File: src/design/ffa_pkg.sv
// shared types, constants and micro-op codes for the free list allocator
package ffa_pkg;
	localparam int HEAP_UNITS = 65536;
	localparam int UNIT_BYTES = 16;
	localparam int UNIT_SH = $clog2(UNIT_BYTES);
	localparam int ADDR_W = $clog2(HEAP_UNITS);
	localparam int TOP_W = ADDR_W + 1;
	localparam int SIZE_W = ADDR_W + 1;
	localparam int REQ_W = 21;
	localparam int NU_W = REQ_W - UNIT_SH + 1;
	localparam int A_LIMIT = 2 * HEAP_UNITS + 4;
	localparam int A_CNT_W = $clog2(A_LIMIT + 1);
	localparam int PB_LIMIT = HEAP_UNITS;
	localparam int PB_CNT_W = $clog2(PB_LIMIT + 1);

	localparam int OP_W = 4;
	localparam logic [OP_W-1:0] OP_NONE     = 4'd0;
	localparam logic [OP_W-1:0] OP_ACCEPT   = 4'd1;
	localparam logic [OP_W-1:0] OP_A_START  = 4'd2;
	localparam logic [OP_W-1:0] OP_A_GETP   = 4'd3;
	localparam logic [OP_W-1:0] OP_A_CHECK  = 4'd4;
	localparam logic [OP_W-1:0] OP_A_SPLIT  = 4'd5;
	localparam logic [OP_W-1:0] OP_A_RESUME = 4'd6;
	localparam logic [OP_W-1:0] OP_PB_START = 4'd7;
	localparam logic [OP_W-1:0] OP_PB_WALK  = 4'd8;
	localparam logic [OP_W-1:0] OP_PB_NEXT  = 4'd9;
	localparam logic [OP_W-1:0] OP_PB_MERGE = 4'd10;
	localparam logic [OP_W-1:0] OP_PB_RDP   = 4'd11;
	localparam logic [OP_W-1:0] OP_PB_PREV  = 4'd12;
	localparam logic [OP_W-1:0] OP_LOAD_OUT = 4'd13;

	localparam logic ACT_ALLOC = 1'b0;
	localparam logic ACT_FREE  = 1'b1;

	typedef struct packed {
		logic              action;
		logic [REQ_W-1:0]  request_bytes;
		logic [ADDR_W-1:0] block_address;
	} in_item_t;

	typedef struct packed {
		logic [ADDR_W-1:0] result_address;
		logic              failed;
	} out_item_t;

	typedef struct packed {
		logic [OP_W-1:0] op;
	} ffa_cmd_t;

	typedef struct packed {
		logic in_free;
		logic free_ok;
		logic a_ge;
		logic a_eq;
		logic a_at_rover;
		logic grow_fail;
		logic a_over;
		logic pb_stop;
		logic pb_over;
		logic pb_merge_n;
		logic from_grow;
	} ffa_status_t;
endpackage

File: src/design/ffa_ctrl.sv
// sequencer for allocate, free and list insertion
module ffa_ctrl (
	input  logic                 clk,
	input  logic                 arst_n,
	input  logic                 in_valid,
	output logic                 in_ready,
	output logic                 out_valid,
	input  logic                 out_ready,
	input  ffa_pkg::ffa_status_t st,
	output ffa_pkg::ffa_cmd_t    cmd
);
	import ffa_pkg::*;

	localparam logic [3:0] S_IDLE     = 4'd0;
	localparam logic [3:0] S_A_START  = 4'd1;
	localparam logic [3:0] S_A_GETP   = 4'd2;
	localparam logic [3:0] S_A_CHECK  = 4'd3;
	localparam logic [3:0] S_A_SPLIT  = 4'd4;
	localparam logic [3:0] S_A_RESUME = 4'd5;
	localparam logic [3:0] S_PB_START = 4'd6;
	localparam logic [3:0] S_PB_WALK  = 4'd7;
	localparam logic [3:0] S_PB_NEXT  = 4'd8;
	localparam logic [3:0] S_PB_MERGE = 4'd9;
	localparam logic [3:0] S_PB_RDP   = 4'd10;
	localparam logic [3:0] S_PB_PREV  = 4'd11;
	localparam logic [3:0] S_DONE     = 4'd12;

	logic [3:0] state_q, state_d;
	logic       out_valid_q;
	logic [3:0] ret_state;

	assign ret_state = st.from_grow ? S_A_RESUME : S_DONE;
	assign out_valid = out_valid_q;
	assign in_ready  = (state_q == S_IDLE);

	always_comb begin
		state_d = state_q;
		cmd.op  = OP_NONE;
		case (state_q)
			S_IDLE: begin
				if (in_valid) begin
					cmd.op = OP_ACCEPT;
					if (st.in_free)
						state_d = st.free_ok ? S_PB_START : S_DONE;
					else
						state_d = S_A_START;
				end
			end
			S_A_START: begin
				cmd.op  = OP_A_START;
				state_d = S_A_GETP;
			end
			S_A_GETP: begin
				cmd.op  = OP_A_GETP;
				state_d = S_A_CHECK;
			end
			S_A_CHECK: begin
				cmd.op = OP_A_CHECK;
				if (st.a_ge)
					state_d = st.a_eq ? S_DONE : S_A_SPLIT;
				else if (st.a_at_rover)
					state_d = st.grow_fail ? S_DONE : S_PB_START;
				else if (st.a_over)
					state_d = S_DONE;
			end
			S_A_SPLIT: begin
				cmd.op  = OP_A_SPLIT;
				state_d = S_DONE;
			end
			S_A_RESUME: begin
				cmd.op  = OP_A_RESUME;
				state_d = st.a_over ? S_DONE : S_A_GETP;
			end
			S_PB_START: begin
				cmd.op  = OP_PB_START;
				state_d = S_PB_WALK;
			end
			S_PB_WALK: begin
				cmd.op = OP_PB_WALK;
				if (st.pb_stop)
					state_d = S_PB_NEXT;
				else if (st.pb_over)
					state_d = ret_state;
			end
			S_PB_NEXT: begin
				cmd.op  = OP_PB_NEXT;
				state_d = st.pb_merge_n ? S_PB_MERGE : S_PB_PREV;
			end
			S_PB_MERGE: begin
				cmd.op  = OP_PB_MERGE;
				state_d = S_PB_RDP;
			end
			S_PB_RDP: begin
				cmd.op  = OP_PB_RDP;
				state_d = S_PB_PREV;
			end
			S_PB_PREV: begin
				cmd.op  = OP_PB_PREV;
				state_d = ret_state;
			end
			S_DONE: begin
				if (!out_valid_q || out_ready) begin
					cmd.op  = OP_LOAD_OUT;
					state_d = S_IDLE;
				end
			end
			default: state_d = S_IDLE;
		endcase
	end

	always_ff @(posedge clk or negedge arst_n) begin
		if (!arst_n) begin
			state_q     <= S_IDLE;
			out_valid_q <= 1'b0;
		end else begin
			state_q <= state_d;
			if (cmd.op == OP_LOAD_OUT)
				out_valid_q <= 1'b1;
			else if (out_ready)
				out_valid_q <= 1'b0;
		end
	end
endmodule

File: config.mk
export PLATFORM = sky130hd
export DESIGN_NAME = ffa_ctrl
export DESIGN_NICKNAME = d
export VERILOG_FILES = /design/src/design/ffa_pkg.sv /design/src/design/ffa_ctrl.sv
export SDC_FILE = /design/constraint.sdc
export NUM_CORES = 1
export LEC_CHECK = 0
export BUFFER_PORTS_ARGS = -buffer_cell sky130_fd_sc_hd__buf_2
export CAP_MARGIN = 20
export CORE_AREA = 3 3 40 42
export CTS_BUF_LIST = sky130_fd_sc_hd__clkbuf_2
export DETAILED_ROUTE_END_ITERATION = 7
export DIE_AREA = 0 0 43 45
export GPL_TIMING_DRIVEN = 0
export PLACE_DENSITY = 0.65
export SYNTH_ARGS = -nofsm -noshare
export SYNTH_HDL_FRONTEND = slang
export SYNTH_SLANG_ARGS = --single-unit
File: constraint.sdc
create_clock -name clk -period 1.8 [get_ports clk]
set_input_delay 0.09 -clock clk [delete_from_list [all_inputs] [get_ports clk]]
set_output_delay 0.09 -clock clk [all_outputs]
set_load 0.03 [all_outputs]
==> flow_metrics.env <==
export IMPL_status="complete, no violations"
export IMPL_start_kind="flop"
export IMPL_fin_crit_sh_pct=92.47
export IMPL_synthCells=71
export IMPL_path_buf_inv=3
export IMPL_synth_fa_ha_area_share_pct=0
export IMPL_grt_max_degree=11
export IMPL_slowest_stage="dfrtp_1"
export IMPL_rsz0062_at_grt="no"
export IMPL_synth_cell_type_count=34
export IMPL_diodes=0
export IMPL_avgViaCountPerCell=5.793
export IMPL_finalHoldViolCount=0
export IMPL_synthFlopType="dfrtp_1"
export IMPL_synthArstFlopShare_pct=100.0
export IMPL_worstSetupPathType="flop to primary output"
export IMPL_p_leak_nw=0.3382
export IMPL_maxCapViolCount=0
export IMPL_grt_pass1_wl_um=2670
export IMPL_cp_cell_sequence="buf_4 -> inv_1 -> nand2_1 -> a221oi_1 -> buf_2"
export IMPL_synth_area_top_cells="dfrtp_1 23%, o32ai_2 5.9%, a221oi_1 4.8%"
export IMPL_timing_fmax_mhz=600.8
export IMPL_cts_root_buf="clkbuf_2"
export IMPL_cts_sinks=5
export IMPL_first_global_vias=599
export IMPL_dpl_hpwl_um=1186
export IMPL_p_switching_uw=704.7
export IMPL_synth_top_area_cell="dfrtp_1"
export IMPL_core_sq_um=1285
export IMPL_synth_xor_area_share_pct=1.584
export IMPL_seqPwrFrac_pct=16.6
export IMPL_syn_area_per_cell_sq_um=7.789
export IMPL_synthMuxAreaShare_pct=0
export IMPL_start_util_pct=43.04
export IMPL_tritoncts="done"
export IMPL_pwr_share_comb_pct=75.4
export IMPL_drc_errors=0
export IMPL_drt_pass1_iterations=4
export IMPL_die_y_um=45
export IMPL_die_area_sq_um=1935
export IMPL_synth_edff_count=0
export IMPL_endpoint_kind="primary output"
export IMPL_required_ns=1.71
export IMPL_yosysSeqAreaShare_pct=22.62
export IMPL_worstRegToRegCells=4
export IMPL_max_slew_margin_pct=77.44
export IMPL_synthesis_nets=86
export IMPL_port_buffer_count=20
export IMPL_post_drt_wl_per_cell_um=14.48
export IMPL_grtUsageTotal_pct=19.06
export IMPL_rows=13
export IMPL_yosysTopAreaCellShare_pct=22.62
export IMPL_ir_drop_uv=826.8
export IMPL_dieWidth_um=43
export IMPL_antenna_found_initial=0
export IMPL_yosys_warnings=0
export IMPL_netlist_area_sq_um=553.0
export IMPL_finalClockSkew_ns=0.004127
export IMPL_wl_um=1607
export IMPL_num_nets_final=112
export IMPL_worstSetupPathDepth=5
export IMPL_cts_made_buffers=3
export IMPL_clockBufferDepth=2
export IMPL_ioPinCount=21
export IMPL_worst_path_dominant_cell_family="buffers and inverters"
export IMPL_gp_congestion=0.8998
export IMPL_power_density_nw_per_um2=1877
export IMPL_synth_compound_area_share_pct=31.00
export IMPL_grt_ovfl_total=0
export IMPL_slowest_delay_ns=0.43
export IMPL_synth_top_family_by_area="simple AND/OR/NAND/NOR gates"
export IMPL_hold_path_class="input pin to asynchronous set/reset pin"
export IMPL_worst_slew_pin_slew_ns=0.3385
export IMPL_area_growth_pct=27.38
export IMPL_setup_tns_ns=0
export IMPL_worstPathMaxFanout=10
export IMPL_vias=643
export IMPL_ys_ff_latch=5
export IMPL_critPathArrivalTime_ns=1.57
export IMPL_path_clk_slew_ns=0.06
export IMPL_final_util_pct=54.82
export IMPL_switching_share_pct=53.29
export IMPL_fin_crit_ns=1.665
export IMPL_final_antenna_net_count=0
export IMPL_setup_viol=0
export IMPL_drt_iter0_drc=21
export IMPL_power_share_clock_pct=8.0
export IMPL_internal_power_uw=617.8
export IMPL_h_tree_depth=1
export IMPL_maxSlewViolCount=0
export IMPL_drive_gt1_share_pct=35.42
export IMPL_synth_simple_gate_area_share_pct=36.65
export IMPL_clkLatencyLatePin_ns=0.22
-- placed cells by master, fill, tap and decap left out, types with 2 or more instances in the layout --
master | netlist | routed
buf_2 | 3 | 22
nand2_1 | 6 | 6
nor2_1 | 5 | 5
inv_1 | 5 | 5
o21ai_0 | 5 | 5
dfrtp_1 | 5 | 5
nand2b_1 | 4 | 4
a21oi_1 | 4 | 4
clkbuf_2 | 0 | 4
a221oi_1 | 3 | 3
buf_4 | 1 | 2
and3_1 | 2 | 2
nand3_1 | 2 | 2
nand4bb_1 | 2 | 2
nor3_1 | 2 | 2
o32ai_2 | 2 | 2
a31oi_1 | 2 | 2
-- layout make-up --
cell class	count	area [sq um]
inverters	6	22.52
fillers	140	580.6
multi-input cells	56	382.9
clock buffers	4	20.02
repair buffers	21	110.1
flip-flops and latches	5	125.1
plain buffers	4	25.02
well taps	15	18.77
-- state kept, by name, summed over array words and instances (netlist names) --
register	count
out_valid	1
state_q	4
-- per-layer routing --
layer  wire, um  vias up  GRT usage, %
li1           -      312             -
met1        703      302         22.93
met2        743       25         32.34
met3        123        4         6.773
met4         36        0         5.422
met5          0        -             0
-- path summary, 6_finish.rpt --
check	to	start	slack, ns
max	cmd[0]	state_q[1]	0.14
min	state_q[1]	arst_n	0.24
max reg2reg	state_q[0]	state_q[3]	0.15
min reg2reg	out_valid	out_valid	0.64
max in group asynchronous	out_valid	arst_n	1.43
min in group clk	state_q[0]	st[10]	0.28
-- Yosys cell counts (all sizes together) (2+ instances only) --
cell type / number
nand2: 6
dfrtp: 5
inv: 5
nor2: 5
o21ai: 5
a21oi: 4
buf: 4
nand2b: 4
a221oi: 3
o32ai: 3
a31oi: 2
and3: 2
nand3: 2
nand4bb: 2
nor3: 2
nor3b: 2
-- worst reg2reg max path: stages, from the launching register on --
cell	delay (ns)
dfrtp_1	0.40
or4_4	0.57
o22ai_2	0.27
or2_4	0.20
o32ai_1	0.08
-- through the flow --
step	hold WS (ns)	setup WS, ns	instances	power, mW	area, sq um
after global placement	-0.09607	0.2021	106	1.196	671.9
after floorplan	-0.2056	0.1425	71	0.9759	553.0
final	0.2418	0.1355	111	1.323	704.4
after global routing	0.2282	0.003491	111	1.440	704.4
after detailed placement	-0.09433	0.1649	106	1.212	671.9
after CTS	0.2015	0.08768	111	1.322	701.9
-- logic make-up after synthesis --
logic type                Yosys count
buffers and inverters              10
xor gates and xnor gates            1
DFF                                 5
and+or+nand+nor                    33
AOI/OAI and AO/OA                  22
-- power groups by stage --
stage,sequential [mW],clock [mW],combinational [mW]
after floorplan,0.222,0,0.754
after global placement,0.216,0,0.980
after detailed placement,0.221,0,0.991
after CTS,0.219,0.107,0.996
after global routing,0.230,0.122,1.09
final,0.220,0.106,0.997
-- repair_timing --
item / 4_1_cts / 5_1_grt
hold buffers: 1 / 0
buffers inserted: 0 / 0
setup endpoints to repair: 0 / 3
hold endpoints to repair: 5 / 0
gates resized for setup: 0 / 2
Note: power is estimated with default switching activity, not from simulation.
